<file path="src/stbt_pkg.sv">
`timescale 1ns / 1ps
// Package for the supertrend band tracker: field widths, reset values,
// config register indexes and the sequencer state type. No dependencies.
package stbt_pkg;

    // Field widths
    localparam int PRICE_W     = 32;  // U16.16 prices, true range, ATR
    localparam int PERIOD_W    = 11;
    localparam int MULT_W      = 5;
    localparam int BAND_W      = 38;  // internal signed band width
    localparam int OUT_BAND_W  = 39;  // band width on the output beat
    localparam int SUM_W       = 42;  // warm-up true range sum
    localparam int DIST_W      = PRICE_W + MULT_W;
    localparam int DIVD_W      = 44;  // Wilder dividend: ATR*(P-1) + TR
    localparam int DIV_CNT_W   = $clog2(DIVD_W);
    localparam int IN_DATA_W   = 3 * PRICE_W;
    localparam int OUT_DATA_W  = 80;  // 1 + 39 + 39, padded to bytes

    // Period limits
    localparam int MAX_PERIOD_DEF = 1024;
    localparam int PERIOD_HW_MAX  = 2046;
    localparam int PERIOD_MIN     = 2;

    // Bar counter saturation
    localparam logic [PERIOD_W-1:0] IDX_LIMIT = '1;

    // Config reset values
    localparam logic [PERIOD_W-1:0] ATR_PERIOD_RST = PERIOD_W'(10);
    localparam logic [MULT_W-1:0]   BAND_MULT_RST  = MULT_W'(3);

    // Config register indexes
    localparam int CFG_IDX_W = 1;
    localparam logic [CFG_IDX_W-1:0] CFG_ATR_PERIOD = 1'b0;
    localparam logic [CFG_IDX_W-1:0] CFG_BAND_MULT  = 1'b1;

    // Sequencer states
    typedef enum logic [2:0] {
        S_IDLE,
        S_RANGE,
        S_SCHED,
        S_MUL,
        S_DIV,
        S_BAND,
        S_DECIDE
    } t_state;

endpackage

</file>
<file path="src/supertrend_band_tracker_core.sv">
`timescale 1ns / 1ps
// Supertrend band tracker: Wilder ATR, midpoint bands, ratchet and trend flip.
// Depends on stbt_pkg; the ATR division runs on one shared restoring divider.
//
//  channel   dir  beat fields (low bit first)              handshake
//  --------  ---  ---------------------------------------  ----------------------
//  s_axis    in   high_price, low_price, close_price       s_axis_tvalid/tready
//  m_axis    out  trend_up, lower_band, upper_band, pad    m_axis_tvalid/tready
//  cfg       in   i_cfg_index, i_cfg_data                  i_cfg_valid/o_cfg_ready
//
// During warm-up (bar index up to one below the period) a bar skips the
// divider. The bar that forms the first average (bar index equal to the
// period) runs the 44-step restoring divider, one quotient bit per cycle,
// and each Wilder update after it adds one multiply step before the divider.
// A new bar is taken only in the idle state; a finished result waits in the
// output register, and the next bar may be taken meanwhile. The sequencer
// holds in its last step until the output register is free.
// Reset (i_rst_n low at an edge) clears all but working regs; no clearing pass.
module supertrend_band_tracker_core #(
    parameter int MAX_PERIOD = stbt_pkg::MAX_PERIOD_DEF
) (
    input  logic                             i_clk,
    input  logic                             i_rst_n,
    // input bars
    input  logic                             s_axis_tvalid,
    output logic                             s_axis_tready,
    // [31:0] high_price, [63:32] low_price, [95:64] close_price
    input  logic [stbt_pkg::IN_DATA_W-1:0]   s_axis_tdata,
    // results
    output logic                             m_axis_tvalid,
    input  logic                             m_axis_tready,
    // [0] trend_up, [39:1] lower_band, [78:40] upper_band, [79] zero
    output logic [stbt_pkg::OUT_DATA_W-1:0]  m_axis_tdata,
    // config writes
    input  logic                             i_cfg_valid,
    output logic                             o_cfg_ready,
    input  logic [stbt_pkg::CFG_IDX_W-1:0]   i_cfg_index,
    input  logic [stbt_pkg::PERIOD_W-1:0]    i_cfg_data
);
    import stbt_pkg::*;

    localparam int EFF_MAX = (MAX_PERIOD > PERIOD_HW_MAX) ? PERIOD_HW_MAX : MAX_PERIOD;

    // Control and architectural state
    t_state                     r_state, n_state;
    logic [PERIOD_W-1:0]        r_atr_period;
    logic [MULT_W-1:0]          r_band_mult;
    logic [PERIOD_W-1:0]        r_bar_index, n_bar_index;
    logic [PRICE_W-1:0]         r_last_close, n_last_close;
    logic [SUM_W-1:0]           r_range_sum, n_range_sum;
    logic [PRICE_W-1:0]         r_avg_range, n_avg_range;
    logic signed [BAND_W-1:0]   r_last_lower, n_last_lower;
    logic signed [BAND_W-1:0]   r_last_upper, n_last_upper;
    logic                       r_last_up, n_last_up;
    logic                       r_out_valid, n_out_valid;

    // Per-bar working registers
    logic [PRICE_W-1:0]         r_hi, n_hi, r_lo, n_lo, r_cl, n_cl;
    logic [PERIOD_W-1:0]        r_period, n_period;
    logic [PRICE_W-1:0]         r_tr, n_tr;
    logic [PRICE_W-1:0]         r_mid, n_mid;
    logic [PRICE_W-1:0]         r_atr, n_atr;
    logic [DIST_W-1:0]          r_dist, n_dist;
    logic [DIVD_W-1:0]          r_quo, n_quo;
    logic [PERIOD_W-1:0]        r_rem, n_rem;
    logic [DIV_CNT_W-1:0]       r_div_cnt, n_div_cnt;
    logic [OUT_DATA_W-1:0]      r_out_data, n_out_data;

    // Combinational helpers
    logic [PERIOD_W-1:0]        period_eff;
    logic [PRICE_W-1:0]         tr_hl, tr_dh, tr_dl, tr_max1, tr_calc;
    logic [PRICE_W:0]           hl_sum;
    logic [SUM_W-1:0]           sum_add;
    logic [PERIOD_W:0]          rem_sh;
    logic                       quo_bit;
    logic [DIVD_W-1:0]          quo_next;
    logic signed [BAND_W-1:0]   cl_s, lower_raw, upper_raw;
    logic                       take_out;
    logic                       dec_up;
    logic signed [BAND_W-1:0]   dec_lower, dec_upper;

    // Effective period clamp
    always_comb begin
        period_eff = r_atr_period;
        if (r_atr_period < PERIOD_W'(PERIOD_MIN)) period_eff = PERIOD_W'(PERIOD_MIN);
        if (r_atr_period > PERIOD_W'(EFF_MAX))    period_eff = PERIOD_W'(EFF_MAX);
    end

    // True range against the previous close
    always_comb begin
        tr_hl   = (r_hi > r_lo) ? r_hi - r_lo : '0;
        tr_dh   = (r_hi >= r_last_close) ? r_hi - r_last_close : r_last_close - r_hi;
        tr_dl   = (r_lo >= r_last_close) ? r_lo - r_last_close : r_last_close - r_lo;
        tr_max1 = (tr_dh > tr_hl) ? tr_dh : tr_hl;
        tr_calc = (tr_dl > tr_max1) ? tr_dl : tr_max1;
    end

    assign hl_sum  = {1'b0, r_hi} + {1'b0, r_lo};
    assign sum_add = r_range_sum + {{(SUM_W-PRICE_W){1'b0}}, r_tr};

    // Restoring divider step: one quotient bit per cycle
    assign rem_sh   = {r_rem, r_quo[DIVD_W-1]};
    assign quo_bit  = (rem_sh >= {1'b0, r_period});
    assign quo_next = {r_quo[DIVD_W-2:0], quo_bit};

    // Band candidates and trend decision
    assign cl_s      = $signed({{(BAND_W-PRICE_W){1'b0}}, r_cl});
    assign lower_raw = $signed({{(BAND_W-PRICE_W){1'b0}}, r_mid})
                     - $signed({{(BAND_W-DIST_W){1'b0}}, r_dist});
    assign upper_raw = $signed({{(BAND_W-PRICE_W){1'b0}}, r_mid})
                     + $signed({{(BAND_W-DIST_W){1'b0}}, r_dist});

    always_comb begin
        dec_lower = lower_raw;
        dec_upper = upper_raw;
        if (r_bar_index == '0) begin
            dec_up = 1'b1;
        end else if (cl_s > r_last_upper) begin
            dec_up = 1'b1;
        end else if (cl_s < r_last_lower) begin
            dec_up = 1'b0;
        end else begin
            dec_up = r_last_up;
            if (r_last_up && (lower_raw < r_last_lower)) dec_lower = r_last_lower;
            if (!r_last_up && (upper_raw > r_last_upper)) dec_upper = r_last_upper;
        end
    end

    assign take_out = !r_out_valid || m_axis_tready;

    // Sequencer: next state and datapath
    always_comb begin
        n_state      = r_state;
        n_bar_index  = r_bar_index;
        n_last_close = r_last_close;
        n_range_sum  = r_range_sum;
        n_avg_range  = r_avg_range;
        n_last_lower = r_last_lower;
        n_last_upper = r_last_upper;
        n_last_up    = r_last_up;
        n_out_valid  = r_out_valid && !m_axis_tready;
        n_out_data   = r_out_data;
        n_hi         = r_hi;
        n_lo         = r_lo;
        n_cl         = r_cl;
        n_period     = r_period;
        n_tr         = r_tr;
        n_mid        = r_mid;
        n_atr        = r_atr;
        n_dist       = r_dist;
        n_quo        = r_quo;
        n_rem        = r_rem;
        n_div_cnt    = r_div_cnt;
        s_axis_tready = 1'b0;

        unique case (r_state)
            S_IDLE: begin
                s_axis_tready = 1'b1;
                if (s_axis_tvalid) begin
                    n_hi     = s_axis_tdata[PRICE_W-1:0];
                    n_lo     = s_axis_tdata[2*PRICE_W-1:PRICE_W];
                    n_cl     = s_axis_tdata[3*PRICE_W-1:2*PRICE_W];
                    n_period = period_eff;
                    n_state  = S_RANGE;
                end
            end
            S_RANGE: begin
                n_tr    = tr_calc;
                n_mid   = hl_sum[PRICE_W:1];
                n_state = S_SCHED;
            end
            S_SCHED: begin
                n_rem     = '0;
                n_div_cnt = '0;
                if (r_bar_index == '0) begin
                    n_atr   = '0;
                    n_state = S_BAND;
                end else if (r_bar_index < r_period) begin
                    n_range_sum = sum_add;
                    n_atr       = '0;
                    n_state     = S_BAND;
                end else if (r_bar_index == r_period) begin
                    // first average: warm-up sum over the period
                    n_range_sum = sum_add;
                    n_quo       = {{(DIVD_W-SUM_W){1'b0}}, sum_add};
                    n_state     = S_DIV;
                end else begin
                    n_state = S_MUL;
                end
            end
            S_MUL: begin
                // Wilder update dividend: ATR * (P - 1) + TR
                n_quo = ({{(DIVD_W-PRICE_W){1'b0}}, r_avg_range}
                         * {{(DIVD_W-PERIOD_W){1'b0}}, r_period - PERIOD_W'(1)})
                      + {{(DIVD_W-PRICE_W){1'b0}}, r_tr};
                n_state = S_DIV;
            end
            S_DIV: begin
                n_quo     = quo_next;
                n_rem     = quo_bit ? PERIOD_W'(rem_sh - {1'b0, r_period})
                                    : rem_sh[PERIOD_W-1:0];
                n_div_cnt = r_div_cnt + DIV_CNT_W'(1);
                if (r_div_cnt == DIV_CNT_W'(DIVD_W-1)) begin
                    n_avg_range = quo_next[PRICE_W-1:0];
                    n_atr       = quo_next[PRICE_W-1:0];
                    n_state     = S_BAND;
                end
            end
            S_BAND: begin
                n_dist  = {{MULT_W{1'b0}}, r_atr} * {{PRICE_W{1'b0}}, r_band_mult};
                n_state = S_DECIDE;
            end
            S_DECIDE: begin
                if (take_out) begin
                    n_last_lower = dec_lower;
                    n_last_upper = dec_upper;
                    n_last_up    = dec_up;
                    n_last_close = r_cl;
                    if (r_bar_index != IDX_LIMIT) n_bar_index = r_bar_index + PERIOD_W'(1);
                    n_out_valid  = 1'b1;
                    n_out_data   = {1'b0,
                                    dec_upper[BAND_W-1], dec_upper,
                                    dec_lower[BAND_W-1], dec_lower,
                                    dec_up};
                    n_state      = S_IDLE;
                end
            end
            default: n_state = S_IDLE;
        endcase
    end

    // State register
    always_ff @(posedge i_clk) begin
        if (!i_rst_n) begin
            r_state <= S_IDLE;
        end else begin
            r_state <= n_state;
        end
    end

    // Architectural state and config
    always_ff @(posedge i_clk) begin
        if (!i_rst_n) begin
            r_atr_period <= ATR_PERIOD_RST;
            r_band_mult  <= BAND_MULT_RST;
            r_bar_index  <= '0;
            r_last_close <= '0;
            r_range_sum  <= '0;
            r_avg_range  <= '0;
            r_last_lower <= '0;
            r_last_upper <= '0;
            r_last_up    <= 1'b1;
            r_out_valid  <= 1'b0;
        end else begin
            r_bar_index  <= n_bar_index;
            r_last_close <= n_last_close;
            r_range_sum  <= n_range_sum;
            r_avg_range  <= n_avg_range;
            r_last_lower <= n_last_lower;
            r_last_upper <= n_last_upper;
            r_last_up    <= n_last_up;
            r_out_valid  <= n_out_valid;
            if (i_cfg_valid) begin
                unique case (i_cfg_index)
                    CFG_ATR_PERIOD: r_atr_period <= i_cfg_data;
                    CFG_BAND_MULT:  r_band_mult  <= i_cfg_data[MULT_W-1:0];
                    default:        r_band_mult  <= r_band_mult;
                endcase
            end
        end
    end

    // Working payload registers
    always_ff @(posedge i_clk) begin
        r_hi       <= n_hi;
        r_lo       <= n_lo;
        r_cl       <= n_cl;
        r_period   <= n_period;
        r_tr       <= n_tr;
        r_mid      <= n_mid;
        r_atr      <= n_atr;
        r_dist     <= n_dist;
        r_quo      <= n_quo;
        r_rem      <= n_rem;
        r_div_cnt  <= n_div_cnt;
        r_out_data <= n_out_data;
    end

    assign m_axis_tvalid = r_out_valid;
    assign m_axis_tdata  = r_out_data;
    assign o_cfg_ready   = 1'b1;

    // Checks
    a_div_cnt_range: assert property (@(posedge i_clk) disable iff (!i_rst_n)
        (r_state == S_DIV) |-> (r_div_cnt < DIV_CNT_W'(DIVD_W)))
        else $error("divider step count out of range");

    a_rem_below_period: assert property (@(posedge i_clk) disable iff (!i_rst_n)
        (r_state == S_DIV) |-> (r_rem < r_period))
        else $error("divider remainder not below period");

    a_busy_after_accept: assert property (@(posedge i_clk) disable iff (!i_rst_n)
        (s_axis_tvalid && s_axis_tready) |=> !s_axis_tready)
        else $error("bar taken while previous bar in progress");

    a_load_from_decide: assert property (@(posedge i_clk) disable iff (!i_rst_n)
        $rose(m_axis_tvalid) |-> ($past(r_state) == S_DECIDE))
        else $error("result loaded outside the decide step");

endmodule

</file>
<file path="config.mk">
export PLATFORM = sky130hd
export DESIGN_NAME = supertrend_band_tracker_core
export DESIGN_NICKNAME = d
export VERILOG_FILES = /design/src/stbt_pkg.sv /design/src/supertrend_band_tracker_core.sv
export SDC_FILE = /design/constraint.sdc
export NUM_CORES = 2
export LEC_CHECK = 0
export ABC_AREA = 0
export BUFFER_PORTS_ARGS = -buffer_cell sky130_fd_sc_hd__clkbuf_2
export CORE_MARGIN = 5
export CORE_UTILIZATION = 44
export CTS_CLUSTER_DIAMETER = 100
export DETAILED_ROUTE_END_ITERATION = 8
export SYNTH_ARGS = -nofsm -noshare
export SYNTH_HDL_FRONTEND = slang
export SYNTH_SLANG_ARGS = --single-unit
</file>
<file path="constraint.sdc">
create_clock -name i_clk -period 9.3 [get_ports i_clk]
set_clock_uncertainty 0.15 [all_clocks]
set_input_delay 0.465 -clock i_clk [delete_from_list [all_inputs] [get_ports i_clk]]
set_output_delay 0.465 -clock i_clk [all_outputs]
set_load 0.02 [all_outputs]
</file>
== After elaboration in Yosys (flattened, before gate mapping) ==
Index checks and enable logic that the tools add are counted.
Word-level totals
  input port bits: 113
  output and inout bits: 83
  register bits after elaboration: 593
  logic and storage cells: 134
Operators by class
  eq/ne operators: 16
  magnitude comparators: 13
  bitwise gates (word level): 2
  multiply operators: 2
  add/subtract/negate cells: 14
  muxes and demuxes: 40
  reduce and logical (&&, ||, !) cells: 23
Operators by type and width (number)
  2-to-1 mux 38 bit: 8
  2-to-1 mux 32 bit: 8
  subtractor 32 bit: 5
  2-to-1 mux 44 bit: 3
  case mux 44 bit (3 select lines): 1
  greater-than comparator 32 bit: 3
  2-to-1 mux 42 bit: 2
  greater-or-equal comparator 32 bit: 2
  case mux 32 bit (2 select lines): 1
  adder 43 x 32 -> 44 bit: 1
  multiplier 32 x 11 -> 43 bit: 1
  adder 42 x 32 -> 42 bit: 1
  adder 32 x 37 -> 38 bit: 1
  greater-than comparator 33 x 38 -> 1 bit: 1
  greater-than comparator 38 bit: 1
  less-than comparator 33 x 38 -> 1 bit: 1
  less-than comparator 38 bit: 1
  subtractor 32 x 37 -> 38 bit: 1
  multiplier 32 x 5 -> 37 bit: 1
  adder 32 x 32 -> 33 bit: 1
  2-to-1 mux 11 bit: 2
  case mux 11 bit (2 select lines): 1
  case mux 3 bit (7 select lines): 1
  2-to-1 mux 3 bit: 6
  other kinds (30): 56

== Longest topological paths before layout ==
  depth after elaboration: 7
  depth in mapped cells: 37
  gate-level depth less buffers: 34

== Worst setup path before layout ==
OpenSTA, ideal clock, no wires.
  path kind: reg-to-reg
  start point: reg r_hi[0]
  end point: reg r_tr[11], data pin
  period minus slack after synthesis: 7.548 ns
  library setup time: 0.267 ns
  data arrival time: 7.132 ns
  buffers on the path: 4
  path slack: 1.752 ns
  cell stages (with the launch flop): 35
  data required time: 8.883 ns
  cell sequence: edfxtp_1 > inv_1 > ha_1 > inv_1 > fa_1 > a211oi_1 > o21ai_0 > a211oi_1 > nor4b_2 > nor2_1 > clkbuf_1 > o211ai_1 > o21ai_0 > xor2_1 > inv_1 > ha_1 > nand3_1 > nor2_1 > nand4_1 > nand3b_1 > a311o_1 > a21oi_1 > clkbuf_1 > mux2_2 > ha_1 > a21o_1 > a21o_1 > a21oi_1 > o21ai_0 > a41oi_1 > a21oi_1 > inv_1 > clkbuf_1 > clkbuf_1 > a21oi_1
Between the ends
  cells in the longest elaborated chain, start to end: 6
  elaborated cells on any way between the ends: 11
  those cells by class: add/sub: 3; order compare: 4; mux: 4
Ends and longest elaborated chain
  start, declared: RTL line supertrend_band_tracker_core.sv:58  | logic [PRICE_W-1:0] r_hi, n_hi, r_lo, n_lo, r_cl, n_cl;
  start signal, assigned: RTL line supertrend_band_tracker_core.sv:275  | r_hi <= n_hi;
  subtractor 32 bit (tied with other cells): RTL line supertrend_band_tracker_core.sv:92  | tr_dh = (r_hi >= r_last_close) ? r_hi - r_last_close : r_last_close - r_hi;
  2-to-1 mux 32 bit, on equally long branches: RTL line supertrend_band_tracker_core.sv:92, supertrend_band_tracker_core.sv:91
  greater-than comparator 32 bit: RTL line supertrend_band_tracker_core.sv:94  | tr_max1 = (tr_dh > tr_hl) ? tr_dh : tr_hl;
  2-to-1 mux 32 bit *: RTL line supertrend_band_tracker_core.sv:94
  greater-than comparator 32 bit: RTL line supertrend_band_tracker_core.sv:95  | tr_calc = (tr_dl > tr_max1) ? tr_dl : tr_max1;
  2-to-1 mux 32 bit *: RTL line supertrend_band_tracker_core.sv:95
  via tr_calc[11]: RTL line supertrend_band_tracker_core.sv:71  | logic [PRICE_W-1:0] tr_hl, tr_dh, tr_dl, tr_max1, tr_calc;
  end signal, assigned: RTL line supertrend_band_tracker_core.sv:279  | r_tr <= n_tr;
  end, declared: RTL line supertrend_band_tracker_core.sv:60  | logic [PRICE_W-1:0] r_tr, n_tr;
Mark *: on every way through the listed nets, which the timed path passes. The rest lies on a longest branch.
A chain may end at the register's enable or synchronous reset.

== Final worst setup path ==
  start point: reg r_last_close[26]
  end point: reg r_tr[25], data pin
Between the ends
  cells in the longest elaborated chain, start to end: 6
  elaborated cells on any way between the ends: 12
  those cells by class: add/sub: 4; order compare: 4; mux: 4
Ends and longest elaborated chain
  start, declared: RTL line supertrend_band_tracker_core.sv:49  | logic [PRICE_W-1:0] r_last_close, n_last_close;
  start signal, assigned: RTL line supertrend_band_tracker_core.sv:256  | r_last_close <= n_last_close;
  subtractor 32 bit / greater-or-equal comparator 32 bit (equally long branches): RTL line supertrend_band_tracker_core.sv:92
  2-to-1 mux 32 bit: RTL line supertrend_band_tracker_core.sv:92
  greater-than comparator 32 bit: RTL line supertrend_band_tracker_core.sv:94
  2-to-1 mux 32 bit: RTL line supertrend_band_tracker_core.sv:94
  greater-than comparator 32 bit: RTL line supertrend_band_tracker_core.sv:95
  2-to-1 mux 32 bit *: RTL line supertrend_band_tracker_core.sv:95
  via tr_calc[25]: RTL line supertrend_band_tracker_core.sv:71
Marks and branches as above.

==> metrics.md <==
| Metric | Value |
|---|---|
| Via count of the first global-routing pass | `48700` |
| Post-synthesis cell count | `6773` |
| Largest family of logic cells by synthesized area | `adder cells` |
| First-pass GRT wire length | `293 mm` |
| PD cells | `177 nW/µm²` |
| Pin count of the biggest net entering global routing | `67` |
| Maximum buffer depth of the clock tree | `3` |
| Post-synth top area share | `19.1%` |
| Register area share after synthesis | `26.4%` |
| Worst hold path startpoint | `i_cfg_index` |
| CP max stage cell | `or4_1` |
| Later-pin clock latency in the skew report | `0.70 ns` |
| Leakage | `28.3 nW` |
| XOR/XNOR Fraction of Synth Area | `4.61%` |
| CP startpoint | `r_last_close[26]` |
| Hold WS | `0.0746 ns` |
| Synth area leader | `edfxtp_1` |
| CTS sink count | `592` |
| Post-synthesis mux area share | `2.11%` |
| CTS tree | `built` |
| Vias per cell | `5.69` |
| Max-slew violation count | `0` |
| Yosys Warn Count | `0` |
| Synth async-reset ratio | `0%` |
| Metal2 WL | `91.4 mm` |
| Share of cells above drive strength 1 | `7.17%` |
| DRC errors left | `0` |
| Core Area | `134000 µm²` |
| Simple-gate share of the synthesized area | `15.9%` |
| Worst R2R Path Depth | `30` |
| Top cells by area, synth | `edfxtp_1 (19%), fa_1 (14%), ha_1 (14%), dfxtp_1 (7.2%), inv_1 (5.2%)` |
| ANT nets after route | `0` |
| F_max | `0.113 GHz` |
| Worst EP required | `9.56 ns` |
| Crit end category | `register` |
| CP most frequent cell | `a21oi_1` |
| Detail Placement HPWL | `156 mm` |
| Met1 wire length | `82.3 mm` |
| VDD IR max | `0.161 mV` |
| Crit path kind | `register to register` |
| Max Used Layer | `met5` |
| Tightest Pin Transition | `1.22 ns` |
| First drt pass iteration count | `6` |
| Gr ovfl total | `0` |
| CTS root buf | `clkbuf_16` |
| Post-synthesis compound-gate area fraction | `16.6%` |
| Final setup viols | `0` |
| GRT Util Overall | `26.7%` |
| Syn_nets | `7931` |
| Routability Congestion | `0.981` |
| I/O Buffers | `193` |
| NumNets Final | `8067` |
| Post-synth EDFFs | `378` |
| Critical path peak fanout | `23` |
| FF+latch count, synth | `592` |
| Max Cap Viol | `0` |
| Hold WC Path Type | `input pin to register` |
| Num ports | `196` |
| WL final | `193 mm` |
| Total CTS buffers | `76` |
| Met3 routed WL | `11.9 mm` |
| Hold depth | `3` |
| Mean post-synth cell area | `8.76 µm²` |
| CP max stage delay | `0.70 ns` |
| Final Hold Fails | `0` |
| Starting Density | `44.3%` |
| # Post-CTS Setup Buffers | `0` |
| Outcome | `completed` |
| Worst-path clk slew | `0.06 ns` |
| Synthesized cell area | `59300 µm²` |
| Distinct cell type count after synthesis | `82` |
| Slew margin rel. | `18.5%` |
| Die Y | `377 µm` |
| Via count | `49800` |
| Die footprint | `142000 µm²` |
| Synth Area in Adders | `27.1%` |
| Antenna violations before repair | `14` |
| Layout area overhead | `10.5%` |
| Die width | `377 µm` |
| Arrival @ worst endpoint | `9.08 ns` |
| H-Tree Level Count | `3` |
| Iter 0 DRT Violations | `4104` |
| Critical Path Source Type | `register` |
| Tmin final | `8.82 ns` |
| Tot Pwr | `11.6 mW` |
| Wire per inst | `22.1 µm` |
| Worst r2r src | `r_last_close[26]` |
| Part of the cycle the worst path needs | `94.8%` |
| Synth Flop Type | `edfxtp_1` |
| Num rows | `134` |
## layer usage
metal / vias to the layer above / track usage, %
met2: 1618 / 45.4
met5: - / 0
met3: 316 / 4.04
met1: 24400 / 34.8
met4: 4 / 9.12
li1: 23400 / -
## stage by stage
step / instances / area [µm²] / TNS, ns / utilization [%] / worst slack, ns
2_1_floorplan: 6773 / 59300 / 0 / - / 1.75
3_3_place_gp: 8490 / 61900 / 0 / 46.3 / 0.403
3_5_place_dp: 8490 / 61900 / 0 / 46.3 / 0.167
4_1_cts: 8740 / 65500 / 0 / 49.0 / 0.155
5_1_grt: 8741 / 65600 / -0.00247 / 49.0 / -0.00247
6_report: 8746 / 65600 / 0 / 49.0 / 0.484
## cells in the mapped netlist, drive strengths merged (66+ instances only)
library cell / n
edfxtp: 378
nand4: 88
nand3: 90
nand2: 796
a211oi: 94
a21o: 150
fa: 402
and2: 201
o21ai: 255
ha: 643
and3: 66
dfxtp: 214
clkbuf: 257
xor2: 94
xnor2: 218
o21bai: 74
inv: 826
nor3: 87
nand2b: 83
nor2: 424
a21oi: 592
## critical path: cells and delay by family (launching register included)
kind / cells / cell delay, ns
fa+ha+maj: 3 / 1.03
buf+inv: 4 / 0.77
xor+xnor: 1 / 0.41
simple gates: 10 / 2.60
flops: 1 / 0.39
compound gates: 12 / 3.17
## timing repair
action	4_1_cts	5_1_grt
gates resized for setup	0	5
hold buffers	108	0
endpoints found under the hold margin	113	0
setup endpoints to repair	0	32
## final timing paths
| kind | endpoint | slack [ns] |
|---|---|---|
| worst min register to register | r_band_mult[4] | 0.31 |
| worst max register to register | r_tr[25] | 0.48 |
| worst min-delay path | r_band_mult[4] | 0.07 |
| worst max-delay path | r_tr[25] | 0.48 |
## state kept, by name, summed over array words and instances, names as in the netlist, 37 cells and up
register / count
r_quo: 44
r_range_sum: 42
r_last_lower: 38
r_dist: 37
m_axis_tdata: 77
r_last_upper: 38
## power by group
group	total (mW)	leakage (nW)	switching [mW]	internal [mW]
logic	5.15	21.9	3.24	1.92
registers	3.44	5.22	0.251	3.19
clock network	3.02	1.23	1.28	1.74
## final cells by class
type | count | area [µm²]
Antenna cell | 5 | 12.5
Clock buffer | 105 | 2120
Clock inverter | 37 | 425
Fill cell | 12900 | 68200
Inverter | 829 | 3120
Multi-Input combinational cell | 5047 | 39500
Sequential cell | 592 | 15600
Tap cell | 1768 | 2210
Timing Repair Buffer | 363 | 2510
## cell families after synthesis
| logic type | after synthesis |
|---|---|
| flops | 592 |
| mux | 118 |
| fa+ha+maj | 1045 |
| compound gates | 1557 |
| other cells | 2 |
| xor+xnor | 312 |
| simple gates | 2012 |
| buf+inv | 1135 |
## layout by cell type (no fill, tap or decap), types with 44 or more instances in the layout
cell type and count:
inv_1 824, nand2_1 795, ha_1 643, a21oi_1 589, nor2_1 422, fa_1 402
edfxtp_1 378, o21ai_0 252, dfxtp_1 214, xnor2_1 210, and2_1 199, clkbuf_2 193
a21o_1 150, dlygate4sd3_1 108, a211oi_1 93, xor2_1 93, nand3_1 90, nand4_1 88
nor3_1 86, nand2b_1 82, clkbuf_16 77, o21bai_1 74, and3_1 66, mux2i_1 62
buf_4 62, o21a_1 58, nor2b_1 57, mux2_2 56, o211ai_1 44
Note: power is estimated with default switching activity, not from simulation.
